**config.mk**
```make
export PLATFORM = sky130hd
export DESIGN_NAME = bba_map_ram
export DESIGN_NICKNAME = d
export VERILOG_FILES = /design/src/sv/bba_pkg.sv /design/src/sv/bba_map_ram.sv
export SDC_FILE = /design/constraint.sdc
export NUM_CORES = 2
export LEC_CHECK = 0
export BUFFER_PORTS_ARGS = -buffer_cell sky130_fd_sc_hd__buf_4
export CORE_MARGIN = 2
export CORE_UTILIZATION = 65
export DETAILED_ROUTE_END_ITERATION = 12
export PLACE_DENSITY = 0.81
export SLEW_MARGIN = 40
export SYNTH_ARGS = -nofsm -noshare
export SYNTH_HDL_FRONTEND = slang
export SYNTH_SLANG_ARGS = --single-unit
```
**constraint.sdc**
```tcl
create_clock -name clock -period 3.5 [get_ports clock]
set_input_delay 0.175 -clock clock [delete_from_list [all_inputs] [get_ports clock]]
set_output_delay 0.175 -clock clock [all_outputs]
set_load 0.01 [all_outputs]
```
**src/sv/bba_pkg.sv**
```systemverilog
// Shared types and constants for the block bitmap allocator.
// No dependencies; imported by every module of the block.
`default_nettype none

package bba_pkg;

   localparam int WORD_BITS  = 8;
   localparam int WORD_SEL_W = 3;
   localparam int BLK_W      = 12;
   localparam int SIZE_W     = 13;
   localparam int WIDX_W     = BLK_W - WORD_SEL_W;
   localparam int REQ_DATA_W = 56;
   localparam int RSP_DATA_W = 16;

   typedef enum logic [1:0] {
      REQ_WRITE = 2'd0,
      REQ_READ  = 2'd1,
      REQ_FIRST = 2'd2,
      REQ_BEST  = 2'd3
   } req_kind_type;

   // search request as held for the length of a scan
   typedef struct packed {
      logic              best;
      logic [SIZE_W-1:0] need;
      logic [BLK_W-1:0]  lo;
      logic [BLK_W-1:0]  hi;
   } scan_cfg_type;

   // per-cycle control from the sequencer to the run tracker
   typedef struct packed {
      logic             clear;
      logic             step;
      logic             last;
      logic [BLK_W-1:0] base;
   } scan_ctl_type;

   // run tracker outputs, valid in the cycle of a step
   typedef struct packed {
      logic             hit;
      logic [BLK_W-1:0] hit_start;
      logic             have;
      logic [BLK_W-1:0] best_start;
   } scan_res_type;

   typedef struct packed {
      logic [SIZE_W-1:0] run;
      logic [BLK_W-1:0]  run_start;
      logic              have;
      logic [SIZE_W-1:0] best_len;
      logic [BLK_W-1:0]  best_start;
   } run_state_type;

endpackage

`default_nettype wire

```
**src/sv/bba_map_ram.sv**
```systemverilog
// Allocation map storage: one write port, one read port, registered read.
// Depends on bba_pkg for the word width.
`default_nettype none

module bba_map_ram #(
   parameter int DEPTH  = 512,
   parameter int ADDR_W = 9
) (
   input  wire logic                          clock,
   input  wire logic                          wr_en,
   input  wire logic [ADDR_W-1:0]             wr_addr,
   input  wire logic [bba_pkg::WORD_BITS-1:0] wr_data,
   input  wire logic                          rd_en,
   input  wire logic [ADDR_W-1:0]             rd_addr,
   output logic      [bba_pkg::WORD_BITS-1:0] rd_data
);
   import bba_pkg::*;

   logic [WORD_BITS-1:0] map_words [DEPTH];

   always_ff @(posedge clock) begin
      if (wr_en) begin
         map_words[wr_addr] <= wr_data;
      end
   end

   always_ff @(posedge clock) begin
      if (rd_en) begin
         rd_data <= map_words[rd_addr];
      end
   end

endmodule

`default_nettype wire

```
==> impl_metrics.py <==
metrics = {
    "status": {
        "status": "completed",
    },
    "place": {
        "portBuffers": 36,
        "post-dp-hpwl_mm": 253,
        "post-place-cells": 11200,
        "gp_congestion": 1.00,
    },
    "drt": {
        "initialDrtViolationCount": 16100,
        "drc": 0,
        "drtAntennaViolNets": 0,
        "viasPerCell": 7.34,
        "wl_mm": 432,
        "wl_per_cell_um": 36.1,
        "firstDrtPassIters": 7,
        "vias": 87900,
    },
    "setup_path": {
        "cp_top_family": "compound AO/OA/AOI/OAI gates",
        "cp-end-kind": "register",
        "required_ps": 4360,
        "cp_cell_sequence": "mux2i_1 > o221ai_1 > o22ai_1 > o21ai_0 > nand4_1 > nor4_2 > buf_4 > o2111a_1",
        "path_class": "reg2reg",
        "path_buf_inv": 1,
        "cp_slowest_cell": "nor4_2",
        "startpoint_type": "register",
        "crit_fanout": 2,
        "critPathMaxStageDelay_ps": 750,
        "crit_arrival_ps": 3940,
    },
    "cells_and_area": {
        "fin_cells": 12000,
        "final_cell_mix": "edfxtp_1, mux2i_1, mux4_2, nor2_1, clkbuf_16",
        "nNetsFinal": 8467,
        "syn_to_final_growth_pct": 11.9,
        "final_common_cell": "edfxtp_1",
        "drive_gt1_frac": 0.205,
    },
    "clocking": {
        "numCtsBuffers": 397,
        "clk_path_buf_depth": 4,
        "cts_tree": "done",
        "cts-hold-fix-buffers": 15,
        "insertion_delay_ps": 1030,
        "htreeDepth": 5,
        "cts.clk_slew.worst_paths_ps": 60,
        "cts_root_buf": "clkbuf_16",
        "cts_sinks": 4104,
        "postCtsSetupBuffers": 0,
        "cts-resized-gates": 0,
    },
    "synth": {
        "ys_seq_area_frac": 0.770,
        "synthFlopType": "edfxtp_1",
        "syn-instance-count": 8030,
        "syn-cell-area_um2": 160000,
        "synth_cell_types": 50,
        "synth_edf_count": 4104,
        "ys_warn_count": 0,
        "syn_nets": 8059,
        "async_flop_share": 0,
        "syn-mean-instance-area_um2": 19.9,
        "ys_ff_latch": 4104,
    },
    "die": {
        "die_area_um2": 250000,
        "core_um2": 245000,
        "die_width_um": 500,
        "rows": 182,
        "die_height_um": 500,
        "pin_count": 37,
        "initial_utilization": 0.652,
    },
    "sta": {
        "hold_ws_ps": 60.4,
        "setup_violations": 0,
        "worstMarginPinSlew_ps": 951,
        "max_freq_mhz": 325,
        "rsz0062_at_grt": "false",
        "clock-skew-final_ps": 72.8,
        "max_slew_margin": 0.364,
        "hold_violations": 0,
        "maxSlewViolCount": 0,
        "finalCritPeriodShare": 0.879,
        "period_minus_slack_ps": 3080,
    },
    "hold_path": {
        "holdCritPathClass": "in2reg",
    },
    "global_route": {
        "overflow": 0,
        "grt_pass1_vias": 86800,
        "antenna_found_initial": 27,
        "grt_max_degree": 135,
        "grt_pass1_wl_mm": 619,
        "grt.total_usage": 0.346,
    },
    "power": {
        "leakage_nw": 57.3,
        "peakVddDrop_mv": 0.646,
        "p_per_area_nw_per_um2": 563,
    },
    "flow_run": {
        "drv_cap": 0,
    },
}
[Yosys cell counts, drive strengths merged, types with 7 or more instances]
master,instances,area share
o31ai,13,0.00061
o21ai,119,0.0037
a21oi,194,0.0061
buf,248,0.012
and2,20,0.00078
nand4,32,0.0013
nor3,109,0.0034
nor4,36,0.0014
a22oi,61,0.0029
o22ai,163,0.0064
nand2,111,0.0026
nor3b,8,0.00038
o41ai,7,0.00038
o2111a,8,0.00056
nand3,36,0.0011
a211oi,17,0.00080
mux4,654,0.092
clkbuf,265,0.0062
nor2,597,0.014
o221ai,372,0.020
edfxtp,4104,0.77
mux2i,797,0.050
[power breakdown]
group	switching, mW	leakage (nW)	total [mW]	internal (mW)
Sequential	0.0549	36.9	54.2	54.1
Combinational	3.50	14.4	5.20	1.70
Clock	18.0	6.00	41.5	23.5
Total	21.5	57.3	101	79.4
[logic make-up (layout without fill, tap and decap cells)]
family	count (synthesis)	count (layout)	share of synthesized area
buffers and inverters	516	1225	0.0185
muxes	1451	1451	0.142
AOI/OAI and AO/OA	979	979	0.0431
and+or+nand+nor	980	980	0.0263
DFF	4104	4104	0.770
other	0	16	0
[final timing paths]
kind | start | to | slack, ps | cells after the start
max reg2reg | map_words[179][7]$_DFFE_PP_ | rd_data[7]$_DFFE_PP_ | 420 | 8
min | wr_en | map_words[48][2]$_DFFE_PP_ | 60 | 5
min reg2reg | map_words[375][5]$_DFFE_PP_ | rd_data[5]$_DFFE_PP_ | 1280 | 6
max | map_words[179][7]$_DFFE_PP_ | rd_data[7]$_DFFE_PP_ | 420 | 8
[sequential cells by signal (all words and copies together) (netlist names)]
name	cells
rd_data	8
map_words	4096
[metal layers]
layer / track usage / share of wire
met5: 0 / 0.00044
met4: 0.166 / 0.059
met2: 0.524 / 0.46
met3: 0.110 / 0.15
met1: 0.463 / 0.33
[final cells by class]
cell class,instances,area (µm²)
flip-flops and latches,4104,123000
well taps,3220,4030
inverters,3,18.8
repair buffers,522,5260
clock inverters,209,1910
clock buffers,491,10400
multi-input cells,3410,34200
diodes,16,40.0
fillers,12600,66200
[metrics by stage]
stage               worst slack (ps)  setup TNS [ps]  utilization  power (mW)  area [µm²]
floorplan                       1210               0            -        57.8      160000
global placement                -488            -917        0.678        60.0      166000
detailed placement             -62.1           -62.1        0.678        60.1      166000
CTS                              624               0        0.729         101      179000
global route                     370               0        0.730         103      179000
finish                           423               0        0.730         101      179000
[worst min-delay path, stage by stage]
cell and delay (ps):
buf_4 140, nor3b_1 180, buf_4 180, nand2_4 100, nor2_2 120
(Power assumes the default switching activity.)
